===== config.mk =====
export PLATFORM = sky130hd
export DESIGN_NAME = sparse_polynomial_merge_add
export DESIGN_NICKNAME = d
export VERILOG_FILES = /design/src/rtl/core/spm_pkg.sv /design/src/rtl/core/sparse_polynomial_merge_add.sv /design/src/rtl/core/spm_ram.sv /design/src/rtl/core/spm_alu.sv
export SDC_FILE = /design/constraint.sdc
export NUM_CORES = 2
export LEC_CHECK = 0
export BUFFER_PORTS_ARGS = -buffer_cell sky130_fd_sc_hd__buf_2
export CORE_ASPECT_RATIO = 0.5
export CORE_MARGIN = 4
export CORE_UTILIZATION = 35
export CTS_CLUSTER_SIZE = 28
export DETAILED_ROUTE_END_ITERATION = 7
export HOLD_SLACK_MARGIN = 0.06
export PLACE_DENSITY = 0.48
export SYNTH_ARGS = -nofsm -noshare
export SYNTH_HDL_FRONTEND = slang
export SYNTH_SLANG_ARGS = --single-unit

===== constraint.sdc =====
create_clock -name clock -period 5 [get_ports clock]
set_input_delay 0.25 -clock clock [delete_from_list [all_inputs] [get_ports clock]]
set_output_delay 0.25 -clock clock [all_outputs]
set_load 0.02 [all_outputs]

===== src/rtl/core/spm_pkg.sv =====
`timescale 1ns / 1ps
// ----------------------------------------------------------------------------
// spm_pkg: shared definitions for the sparse polynomial merge adder
// Sizes, operation codes and the stored term layout used by the adder, its ALU and the bench.
// ----------------------------------------------------------------------------
package spm_pkg;

   // list capacity and stored exponent width
   localparam int MAX_TERMS   = 32;
   localparam int POWER_WIDTH = 16;

   // fixed port widths
   localparam int FUNC_W   = 2;
   localparam int COEF_W   = 32;
   localparam int SUM_W    = COEF_W + 1;
   localparam int POW_IO_W = 16;

   // derived sizes
   localparam int CNT_W     = $clog2(MAX_TERMS + 1);
   localparam int ADDR_W    = (MAX_TERMS > 1) ? $clog2(MAX_TERMS) : 1;
   localparam int POW_EXT_W = (POWER_WIDTH > POW_IO_W) ? POWER_WIDTH : POW_IO_W;

   localparam logic [CNT_W-1:0] MAX_CNT = CNT_W'(MAX_TERMS);

   // request operation codes
   typedef enum logic [FUNC_W-1:0] {
      FUNC_LOAD_A = 2'd0,
      FUNC_LOAD_B = 2'd1,
      FUNC_MERGE  = 2'd2,
      FUNC_NONE   = 2'd3
   } func_type;

   // one stored term
   typedef struct packed {
      logic signed [COEF_W-1:0] coef;
      logic [POWER_WIDTH-1:0]   power;
   } term_type;

   localparam int TERM_W = $bits(term_type);

   // which list heads the current output term consumes
   typedef struct packed {
      logic take_a;
      logic take_b;
   } sel_type;

endpackage


===== src/rtl/core/sparse_polynomial_merge_add.sv =====
`timescale 1ns / 1ps
// ----------------------------------------------------------------------------
// sparse_polynomial_merge_add: sparse polynomial adder by sorted merge
// Collects two term lists and merges them into their sum on request.
// ----------------------------------------------------------------------------
// Load beats (func 0 for list A, 1 for list B) each append a term; loads
// into a full list are dropped and set the sticky overflow flag.
// A merge beat walks both lists from the front, highest power first, and
// returns one result beat per output term, marking the final one with last.
// The input stalls for the whole merge. Each output term passes a read state,
// for the registered read of the term memories that precedes each compare
// and add, then an emit state that waits while the result side stalls.
// A merge of two empty lists returns a single beat with empty_res and last
// set. Both lists are cleared when the last result is registered, so loads
// for the next polynomial may begin while that beat is still waiting.
// ----------------------------------------------------------------------------
module sparse_polynomial_merge_add (
   input  logic                              clock,
   input  logic                              reset,
   // request channel
   input  logic                              req_valid,
   output logic                              req_stall,
   input  logic [spm_pkg::FUNC_W-1:0]        req_func,
   input  logic signed [spm_pkg::COEF_W-1:0] req_coef,
   input  logic [spm_pkg::POW_IO_W-1:0]      req_power,
   // result channel
   output logic                              rsp_valid,
   input  logic                              rsp_stall,
   output logic signed [spm_pkg::SUM_W-1:0]  rsp_sum_coef,
   output logic [spm_pkg::POW_IO_W-1:0]      rsp_out_power,
   output logic                              rsp_last,
   output logic                              rsp_empty_res,
   output logic                              rsp_overflow
);
   import spm_pkg::*;

   typedef enum logic [1:0] {
      ST_IDLE,
      ST_READ,
      ST_EMIT
   } state_type;

   // control state
   state_type        state_ff, state_in;
   logic [CNT_W-1:0] a_cnt_ff, a_cnt_in;
   logic [CNT_W-1:0] b_cnt_ff, b_cnt_in;
   logic [CNT_W-1:0] a_idx_ff, a_idx_in;
   logic [CNT_W-1:0] b_idx_ff, b_idx_in;
   logic             dropped_ff, dropped_in;
   logic             rsp_valid_ff, rsp_valid_in;

   // result payload
   logic signed [SUM_W-1:0] rsp_coef_ff, rsp_coef_in;
   logic [POW_IO_W-1:0]     rsp_power_ff, rsp_power_in;
   logic                    rsp_last_ff, rsp_last_in;
   logic                    rsp_empty_ff, rsp_empty_in;
   logic                    rsp_ovf_ff, rsp_ovf_in;

   // datapath
   func_type               func;
   logic                   req_fire;
   logic                   a_full, b_full;
   logic                   wr_a, wr_b;
   logic [POW_EXT_W-1:0]   pow_in_ext;
   logic [POW_EXT_W-1:0]   pow_out_ext;
   term_type               wr_term;
   term_type               a_term, b_term;
   logic                   a_live, b_live;
   logic signed [SUM_W-1:0] term_coef;
   logic [POWER_WIDTH-1:0] term_power;
   sel_type                sel;
   logic [CNT_W-1:0]       a_idx_next, b_idx_next;
   logic                   term_last;
   logic                   term_empty;
   logic                   out_free;
   logic                   out_load;

   assign func     = func_type'(req_func);
   assign req_fire = req_valid && !req_stall;

   // load path: stored power is masked to the configured width
   assign pow_in_ext    = POW_EXT_W'(req_power);
   assign wr_term.coef  = req_coef;
   assign wr_term.power = pow_in_ext[POWER_WIDTH-1:0];

   assign a_full = (a_cnt_ff == MAX_CNT);
   assign b_full = (b_cnt_ff == MAX_CNT);
   assign wr_a   = req_fire && (func == FUNC_LOAD_A) && !a_full;
   assign wr_b   = req_fire && (func == FUNC_LOAD_B) && !b_full;

   // term stores
   spm_ram #(
      .WIDTH (TERM_W),
      .DEPTH (MAX_TERMS)
   ) u_ram_a (
      .clock   (clock),
      .wr_en   (wr_a),
      .wr_addr (a_cnt_ff[ADDR_W-1:0]),
      .wr_data (wr_term),
      .rd_addr (a_idx_ff[ADDR_W-1:0]),
      .rd_data (a_term)
   );

   spm_ram #(
      .WIDTH (TERM_W),
      .DEPTH (MAX_TERMS)
   ) u_ram_b (
      .clock   (clock),
      .wr_en   (wr_b),
      .wr_addr (b_cnt_ff[ADDR_W-1:0]),
      .wr_data (wr_term),
      .rd_addr (b_idx_ff[ADDR_W-1:0]),
      .rd_data (b_term)
   );

   // shared compare/add unit
   assign a_live = (a_idx_ff != a_cnt_ff);
   assign b_live = (b_idx_ff != b_cnt_ff);

   spm_alu u_alu (
      .a_live     (a_live),
      .b_live     (b_live),
      .a_term     (a_term),
      .b_term     (b_term),
      .term_coef  (term_coef),
      .term_power (term_power),
      .sel        (sel)
   );

   assign a_idx_next  = a_idx_ff + CNT_W'(sel.take_a);
   assign b_idx_next  = b_idx_ff + CNT_W'(sel.take_b);
   assign term_empty  = !a_live && !b_live;
   assign term_last   = (a_idx_next == a_cnt_ff) && (b_idx_next == b_cnt_ff);
   assign pow_out_ext = POW_EXT_W'(term_power);

   assign out_free = !rsp_valid_ff || !rsp_stall;
   assign out_load = (state_ff == ST_EMIT) && out_free;

   // sequencer next state
   always_comb begin
      state_in   = state_ff;
      a_cnt_in   = a_cnt_ff;
      b_cnt_in   = b_cnt_ff;
      a_idx_in   = a_idx_ff;
      b_idx_in   = b_idx_ff;
      dropped_in = dropped_ff;
      unique case (state_ff)
         ST_IDLE: begin
            if (req_fire) begin
               unique case (func)
                  FUNC_LOAD_A: begin
                     if (a_full) dropped_in = 1'b1;
                     else        a_cnt_in   = a_cnt_ff + CNT_W'(1);
                  end
                  FUNC_LOAD_B: begin
                     if (b_full) dropped_in = 1'b1;
                     else        b_cnt_in   = b_cnt_ff + CNT_W'(1);
                  end
                  FUNC_MERGE: begin
                     a_idx_in = '0;
                     b_idx_in = '0;
                     state_in = ST_READ;
                  end
                  default: begin
                  end
               endcase
            end
         end
         ST_READ: begin
            // head terms are being read out of the stores
            state_in = ST_EMIT;
         end
         ST_EMIT: begin
            if (out_free) begin
               if (term_last) begin
                  a_cnt_in = '0;
                  b_cnt_in = '0;
                  a_idx_in = '0;
                  b_idx_in = '0;
                  state_in = ST_IDLE;
               end else begin
                  a_idx_in = a_idx_next;
                  b_idx_in = b_idx_next;
                  state_in = ST_READ;
               end
            end
         end
         default: begin
            state_in = ST_IDLE;
         end
      endcase
   end

   // output register next values
   always_comb begin
      rsp_coef_in  = rsp_coef_ff;
      rsp_power_in = rsp_power_ff;
      rsp_last_in  = rsp_last_ff;
      rsp_empty_in = rsp_empty_ff;
      rsp_ovf_in   = rsp_ovf_ff;
      if (out_load) begin
         rsp_valid_in = 1'b1;
         rsp_coef_in  = term_coef;
         rsp_power_in = pow_out_ext[POW_IO_W-1:0];
         rsp_last_in  = term_last;
         rsp_empty_in = term_empty;
         rsp_ovf_in   = dropped_ff;
      end else if (!rsp_stall) begin
         rsp_valid_in = 1'b0;
      end else begin
         rsp_valid_in = rsp_valid_ff;
      end
   end

   // state and registered outputs
   always_ff @(posedge clock) begin
      if (reset) begin
         state_ff     <= ST_IDLE;
         a_cnt_ff     <= '0;
         b_cnt_ff     <= '0;
         a_idx_ff     <= '0;
         b_idx_ff     <= '0;
         dropped_ff   <= 1'b0;
         rsp_valid_ff <= 1'b0;
      end else begin
         state_ff     <= state_in;
         a_cnt_ff     <= a_cnt_in;
         b_cnt_ff     <= b_cnt_in;
         a_idx_ff     <= a_idx_in;
         b_idx_ff     <= b_idx_in;
         dropped_ff   <= dropped_in;
         rsp_valid_ff <= rsp_valid_in;
      end
      rsp_coef_ff  <= rsp_coef_in;
      rsp_power_ff <= rsp_power_in;
      rsp_last_ff  <= rsp_last_in;
      rsp_empty_ff <= rsp_empty_in;
      rsp_ovf_ff   <= rsp_ovf_in;
   end

   assign req_stall     = (state_ff != ST_IDLE);
   assign rsp_valid     = rsp_valid_ff;
   assign rsp_sum_coef  = rsp_coef_ff;
   assign rsp_out_power = rsp_power_ff;
   assign rsp_last      = rsp_last_ff;
   assign rsp_empty_res = rsp_empty_ff;
   assign rsp_overflow  = rsp_ovf_ff;

   // checks
   a_cnt_range: assert property (@(posedge clock) disable iff (reset)
      (a_cnt_ff <= MAX_CNT) && (b_cnt_ff <= MAX_CNT))
      else $error("list count beyond capacity");

   dropped_sticky: assert property (@(posedge clock) disable iff (reset)
      dropped_ff |=> dropped_ff)
      else $error("overflow flag cleared without reset");

   last_clears: assert property (@(posedge clock) disable iff (reset)
      (out_load && term_last) |=> (a_cnt_ff == '0) && (b_cnt_ff == '0)
         && (state_ff == ST_IDLE))
      else $error("lists not cleared after final result");

   empty_beat: assert property (@(posedge clock) disable iff (reset)
      (rsp_valid && rsp_empty_res) |-> rsp_last && (rsp_sum_coef == '0)
         && (rsp_out_power == '0))
      else $error("empty result beat carries term data");

endmodule


===== src/rtl/core/spm_ram.sv =====
`timescale 1ns / 1ps
// ----------------------------------------------------------------------------
// spm_ram: generic single-write, single-read RAM
// One write port and one read port; read data is registered.
// ----------------------------------------------------------------------------
module spm_ram #(
   parameter int WIDTH = 8,
   parameter int DEPTH = 32
) (
   input  logic                                    clock,
   input  logic                                    wr_en,
   input  logic [((DEPTH > 1) ? $clog2(DEPTH) : 1)-1:0] wr_addr,
   input  logic [WIDTH-1:0]                        wr_data,
   input  logic [((DEPTH > 1) ? $clog2(DEPTH) : 1)-1:0] rd_addr,
   output logic [WIDTH-1:0]                        rd_data
);

   logic [WIDTH-1:0] mem_ff [DEPTH];
   logic [WIDTH-1:0] rd_data_ff;

   // write port and registered read
   always_ff @(posedge clock) begin
      if (wr_en) begin
         mem_ff[wr_addr] <= wr_data;
      end
      rd_data_ff <= mem_ff[rd_addr];
   end

   assign rd_data = rd_data_ff;

endmodule


===== src/rtl/core/spm_alu.sv =====
`timescale 1ns / 1ps
// ----------------------------------------------------------------------------
// spm_alu: compare and add unit for the merge
// Picks the higher-power head term, or sums both on equal powers.
// ----------------------------------------------------------------------------
module spm_alu (
   input  logic                            a_live,
   input  logic                            b_live,
   input  spm_pkg::term_type               a_term,
   input  spm_pkg::term_type               b_term,
   output logic signed [spm_pkg::SUM_W-1:0] term_coef,
   output logic [spm_pkg::POWER_WIDTH-1:0] term_power,
   output spm_pkg::sel_type                sel
);
   import spm_pkg::*;

   logic signed [SUM_W-1:0] a_ext;
   logic signed [SUM_W-1:0] b_ext;

   // head selection: larger power first, both on a tie
   always_comb begin
      sel = '0;
      priority if (a_live && b_live) begin
         if (a_term.power > b_term.power) begin
            sel.take_a = 1'b1;
         end else if (a_term.power < b_term.power) begin
            sel.take_b = 1'b1;
         end else begin
            sel.take_a = 1'b1;
            sel.take_b = 1'b1;
         end
      end else if (a_live) begin
         sel.take_a = 1'b1;
      end else if (b_live) begin
         sel.take_b = 1'b1;
      end else begin
         // both lists used up: nothing taken
         sel = '0;
      end
   end

   // shared adder; an untaken side contributes zero
   assign a_ext = sel.take_a ? SUM_W'(a_term.coef) : '0;
   assign b_ext = sel.take_b ? SUM_W'(b_term.coef) : '0;
   assign term_coef = a_ext + b_ext;

   // nothing taken only on an empty merge: power reads zero
   assign term_power = sel.take_a ? a_term.power :
                       (sel.take_b ? b_term.power : '0);

endmodule


Word-level counts from Yosys, hierarchy flattened
Memory sizes are Yosys's and may differ from the RTL's. A register that Yosys moved wholly into a read port is not among the register bits.
Cells that the tools add are included.
{"block": "word_totals", "latch_bits": 0, "n_memories": 2, "mem_bits_ro": 0, "output_inout_bits": 54, "mem_bits_rw": 3072, "reg_bits": 80}
{"block": "op_classes", "magnitude_cmp": 2, "n_shift": 0, "bitwise_logic": 0, "addsub": 5, "n_div": 0, "n_mux": 43, "eq_ne": 21, "mul": 0, "reduce_logical": 27}
{"name": "u_ram_a.mem_ff", "depth": 32, "word_bits": 48, "rd": 1, "rd_clocked_by_memory_dff": 1, "write_ports": 1, "line": "spm_ram.sv:18", "source": "logic [WIDTH-1:0] mem_ff [DEPTH];"}
{"name": "u_ram_b.mem_ff", "depth": 32, "word_bits": 48, "rd": 1, "rd_clocked_by_memory_dff": 1, "write_ports": 1, "line": "spm_ram.sv:18"}
{"op": "two-way mux 6 bit", "n": 14}
{"op": "two-way mux 33 bit", "n": 2}
{"op": "one-hot mux 6 bit (2 select lines)", "n": 4}
{"op": "adder 33 bit", "n": 1}
{"op": "two-way mux 16 bit", "n": 2}
{"op": "!= test 2 bit (second input constant)", "n": 9}
{"op": "> comparator 16 bit", "n": 1}
{"op": "less-than comparator 16 bit", "n": 1}
{"op": "two-way mux 1 bit", "n": 15}
{"op": "adder 6 x 1 -> 6 bit", "n": 2}
{"op": "adder 6 x 1 -> 6 bit (second input constant)", "n": 2}
{"op": "equality test 6 bit", "n": 2}
{"op": "equality test 6 bit (second input constant)", "n": 2}
{"op": "!= test 6 bit", "n": 2}
{"op": "AND reduction 6 bit", "n": 2}
{"op": "logical AND 1 bit", "n": 9}
{"op": "two-way mux 2 bit", "n": 4}
{"op": "logical NOT 1 bit", "n": 7}
{"op": "one-hot mux 2 bit (3 select lines)", "n": 1}
{"op": "nonzero test 2 bit", "n": 3}
{"op": "AND reduction 5 bit", "n": 1}
{"op": "equality test 2 x 1 -> 1 bit (second input constant)", "n": 2}
{"op": "equality test 2 bit (second input constant)", "n": 2}
{"op": "logical NOT 2 bit", "n": 2}
{"op": "5 further kinds", "n": 6}

Logic depth before layout (Yosys ltp)
{"block": "depth", "ltp_word": 10, "mapped_depth": 22, "ltp_nobuf": 20}

Modules after synthesis
Synthesis repeated with hierarchy kept, for this count alone.
{"block": "hier_totals", "hier_cells": 7372, "hier_area_um2": 127466.0}
{"module": "spm_ram", "n_inst": 2, "area_per_inst_um2": 60724.5, "cells_each": 3364}
{"module": "sparse_polynomial_merge_add", "n_inst": 1, "area_per_inst_um2": 3352.0, "cells_each": 269}
{"module": "spm_alu", "n_inst": 1, "area_per_inst_um2": 2665.1, "cells_each": 375}

Worst setup path before layout
Ideal clock, no wire load.
{"block": "synth_path", "path_type": "register -> register", "from": "reg u_ram_b.rd_data_ff[3] (netlist: u_ram_b.rd_data[3]) (read register of u_ram_b.mem_ff)", "to": "reg rsp_coef_ff[32] (netlist: rsp_sum_coef[32]), data pin", "arrival_time_ns": 4.398, "period_less_slack_ns": 4.528, "setup_time_ns": 0.130, "stages_incl_launch_ff": 22, "n_path_buf": 1, "t_required_ns": 4.870, "path_slack_ns": 0.472, "path_cell_list": "dfxtp_1 inv_1 ha_1 a21o_1 a21oi_1 a21boi_0 o21ai_0 a21oi_1 a2111oi_2 a21oi_1 clkbuf_1 and2_1 ha_1 fa_1 a21oi_1 o221ai_1 nand4_1 nand4b_1 a211oi_1 o21ai_1 a2111oi_0 a21o_1"}
{"block": "synth_between", "elab_chain_len": 6, "elab_cells_between_ends": 9, "cone_classes": "add/sub (1); order compare (2); mux (6)"}
{"item": "start: declaration", "line": "spm_ram.sv:19", "source": "logic [WIDTH-1:0] rd_data_ff;"}
{"item": "less-than comparator 16 bit", "line": "spm_alu.sv:26", "source": "end else if (a_term.power < b_term.power) begin"}
{"item": "two-way mux 1 bit", "line": "spm_alu.sv:26"}
{"item": "two-way mux 1 bit", "line": "spm_alu.sv:24", "source": "if (a_term.power > b_term.power) begin"}
{"item": "two-way mux 2 bit (*)", "line": "spm_alu.sv:23", "source": "priority if (a_live && b_live) begin"}
{"item": "two-way mux 33 bit", "line": "spm_alu.sv:43", "source": "assign a_ext = sel.take_a ? SUM_W'(a_term.coef) : '0;"}
{"item": "adder 33 bit (*)", "line": "spm_alu.sv:45", "source": "assign term_coef = a_ext + b_ext;"}
{"item": "net term_coef[32]", "line": "sparse_polynomial_merge_add.sv:69", "source": "logic signed [SUM_W-1:0] term_coef;"}
{"item": "end signal: assignment", "line": "sparse_polynomial_merge_add.sv:234", "source": "rsp_coef_ff <= rsp_coef_in;"}
{"item": "end: declaration", "line": "sparse_polynomial_merge_add.sv:53", "source": "logic signed [SUM_W-1:0] rsp_coef_ff, rsp_coef_in;"}
Mark *: on every way through the listed nets, which the timed path passes. The rest lies on a longest branch.
A chain may end at the register's enable or synchronous reset.

Worst setup path after layout
{"block": "layout_path", "from": "reg u_ram_b.rd_data_ff[9] (netlist: u_ram_b.rd_data[9]) (read register of u_ram_b.mem_ff)", "to": "reg rsp_coef_ff[28] (netlist: rsp_sum_coef[28]), data pin"}
Same word-level chain as after synthesis.

==> flow_metrics.tcl <==
set metrics [dict create \
    outcome "complete, no violations" \
    clock_latency_ns 0.88 \
    worst_hold_path.num_cells 4 \
    start_kind "flip-flop" \
    antenna_found_initial 27 \
    worstPathRequired_ns 5.63 \
    r2r_start "u_ram_b.rd_data[9]" \
    drc_errors 0 \
    crit_type "flip-flop to flip-flop" \
    seqPwrFrac_pct 55.3 \
    final_cell_mix "3124 x edfxtp_1, 816 x mux4_2, 327 x clkbuf_16" \
    syn_nets 5699 \
    worst_slew_pin_slew_ns 1.30 \
    cpPeakStageDelay_ns 0.43 \
    area_growth_pct 15.3 \
    viasPerCell 5.48 \
    drv_cap 0 \
    grt_start_max_net_pins 148 \
    slowest_stage "fa_2" \
    finalSetupTns_ns 0 \
    yosysWarnings 0 \
    wire_per_inst_um 32.2 \
    filler_cell_count 30737 \
    setup_viol 0 \
    placed_area_mm2 0.134 \
    hp-class "input pin to flip-flop" \
    cts_tree "done" \
    power.switching_mw 11.0 \
    endpoint_kind "flip-flop" \
    holdWs_ns 0.135 \
    power.leakage_nw 43.0 \
    worstReg2RegEnd "rsp_sum_coef[28]" \
    power_mw 54.2 \
    power.internal_mw 43.2 \
    drt-total-wl_um 356000 \
    clockBufferDepth 4 \
    regArea_mm2 0.0963 \
    cts_root_buf "clkbuf_16" \
    grt_setup_unrepaired "false" \
    switching_share_pct 20.3 \
    avgSynthCellArea_um2 22.3 \
    gp_congestion 0.821 \
    crit_arrival_ns 5.37 \
    die_x_um 851 \
    grt_use_total_pct 19.1 \
    ant_nets 0 \
    grt-ovfl-total 0 \
    rows 154 \
    grt_pass1_wl_um 495000 \
    finClkSkew_ns 0.0290 \
    place_hpwl_um 188000 \
    initial_core_util_pct 35.2 \
    fin_crit_ns 4.74 \
    yosys_register_bits 3248 \
    path_cells "inv_1, ha_1, a21o_1, a21o_1, a21oi_1, o21ai_0, o21a_1, o21ai_0, buf_4, a21oi_4, and2_1, ha_1, fa_2, a21oi_4, o221ai_2, buf_4, nand4_1, nand4b_1, a211o_1, a31o_2, a21oi_1, xnor2_1" \
    power_density_mw_per_mm2 378 \
    dieHeight_um 430 \
    h-tree-depth 5 \
    ys_seq_area_share_pct 77.4 \
    core_area_mm2 0.353 \
    synth-main-ff-cell "edfxtp_1" \
    ys_top_cells_by_area "edfxtp_1 75%, mux4_2 15%, dfxtp_1 2.0%, mux2i_1 1.2%, mux2_2 0.87%" \
    cp_max_fo 4 \
    vdd_drop_max_v 0.000239 \
    holdPathEnd "state_ff[0]" \
    drive_above_1_share_pct 29.2 \
    fmax_mhz 211 \
    multi_input_area_mm2 0.0274 \
    relSlewSlack_pct 13.5 \
    first_iter_violations 6517 \
    first_pass_iters 6 \
    yosysTopAreaCell "edfxtp_1" \
    final_common_cell "edfxtp_1" \
    hold_violations 0 \
    async_reset_ff_share_pct 0 \
    finalCritPeriodShare_pct 94.8 \
    utilization_pct 40.6 \
    clkSlewWorstSetupHoldPaths_ns 0.07 \
    synth_top_area_share_pct 75.4 \
    combPwrFrac_pct 2.5 \
    io_pins 108 \
    design_area_mm2 0.143 \
    synthCells 5584 \
    port_buffers 107 \
    reg2reg_depth 22 \
    die-area_mm2 0.366 \
    cts_made_buffers 314 \
    holdCritStartpoint "req_valid" \
    clock_sinks 3248 \
    grt_pass1_vias 61772 \
    syn_area_mm2 0.124 \
    r2r_setup_slack_ns 0.26 \
    synth_enable_flop_cells 3124 \
    via_count 60508 \
    clockPowerShare_pct 42.2 \
    slew_viol_final 0 \
    ys_types 65 \
    finalNetCount 6154 \
]
-- logic make-up (layout without fill, tap and decap cells) --
logic type               Yosys count  count (layout)  synth area share (%)
flip-flops                      3248            3248                  77.4
multiplexers                    1060            1060                  16.8
AND/OR/NAND/NOR                  449             449                  1.66
AO/OA/AOI/OAI                    381             381                  2.03
buffers and inverters            325            1021                  1.10
adder cells (fa/ha/maj)           61              61                 0.619
XOR/XNOR                          60              60                 0.422
other                              0              11                     0
-- flip-flops by register name (all words and copies together) (netlist names) --
name             flops
a_cnt_ff             6
a_idx_ff             6
b_cnt_ff             6
b_idx_ff             6
dropped_ff           1
rsp_empty_res        1
rsp_last             1
rsp_out_power       16
rsp_overflow         1
rsp_sum_coef        33
rsp_valid            1
state_ff             2
u_ram_a.mem_ff    1536
u_ram_a.rd_data     48
u_ram_b.mem_ff    1536
u_ram_b.rd_data     48
-- through the flow --
| step | std cells | setup slack [ns] |
|---|---|---|
| finish | 11049 | 0.262 |
| CTS | 11037 | 0.0266 |
| floorplan | 5584 | 0.472 |
| global placement | 10459 | -0.132 |
| detailed placement | 10459 | -0.0667 |
| global route | 11039 | 0.0145 |
-- synthesized netlist by cell type, drive strengths merged (3+ instances only) --
| library cell | number |
|---|---|
| edfxtp | 3124 |
| mux4 | 816 |
| nand2 | 188 |
| clkbuf | 160 |
| mux2i | 148 |
| buf | 128 |
| dfxtp | 124 |
| o21ai | 117 |
| nor2 | 114 |
| o221ai | 98 |
| mux2 | 96 |
| a21oi | 87 |
| ha | 60 |
| xnor2 | 38 |
| and2 | 37 |
| inv | 37 |
| nor2b | 37 |
| xor2 | 22 |
| a22o | 18 |
| a21o | 17 |
| nand3 | 16 |
| nand4 | 15 |
| or3 | 12 |
| o21bai | 7 |
| nand2b | 6 |
| nor3 | 6 |
| a211oi | 5 |
| nor4 | 5 |
| a31oi | 4 |
| a2111oi | 3 |
| a31o | 3 |
| and3 | 3 |
| o21a | 3 |
| or2 | 3 |
-- layer usage --
metal	GRT usage (%)	part of all wire, %	vias to the layer above
met2	30.7	47	1987
met1	28.2	45	33648
met4	4.12	2.3	0
met5	0	0	-
met3	2.13	5.4	430
li1	-	-	24443
-- power groups by stage --
stage | clock network, mW | logic, mW | registers [mW]
after detailed placement | 0 | 1.35 | 30.5
after floorplan | 0 | 0.587 | 30.5
after global routing | 24.6 | 1.46 | 29.9
after CTS | 23.4 | 1.37 | 29.9
after global placement | 0 | 1.30 | 30.5
final | 22.9 | 1.35 | 29.9
-- worst max-delay path by stage --
stage	from	endpoint	slack [ns]
floorplan	u_ram_b.rd_data[3]	rsp_sum_coef[32]	0.47
global placement	u_ram_b.rd_data[3]	rsp_sum_coef[32]	-0.13
detailed placement	u_ram_b.rd_data[3]	rsp_sum_coef[32]	-0.07
CTS	u_ram_b.rd_data[3]	rsp_sum_coef[29]	0.03
global route	u_ram_b.rd_data[3]	rsp_sum_coef[29]	0.01
finish	u_ram_b.rd_data[9]	rsp_sum_coef[28]	0.26
-- what timing repair did --
action,CTS,global route
gates resized for setup,2,14
setup endpoints to repair,2,15
hold buffers,21,0
buffers inserted,0,1
pin swaps,1,7
endpoints found under the hold margin,739,0
gates cloned,0,0
-- critical path, delay by kind of cell, from the launching register on --
kind                       cells  cell delay [ns]
xor gates and xnor gates       1             0.09
and+or+nand+nor                3             0.59
adders and majority gates      3             0.95
DFF                            1             0.32
buffers and inverters          3             0.40
AOI/OAI and AO/OA             12             2.14
-- cell type report --
type,instances,area share (%)
antenna,11,0.0192
clock buffer,429,6.05
clock inverter,128,0.667
inverter,37,0.0985
multi-input combinational,2011,19.1
sequential,3248,67.1
tap,4758,4.15
timing repair buffer,427,2.78
No activity file was read; power rests on OpenSTA's default activity.
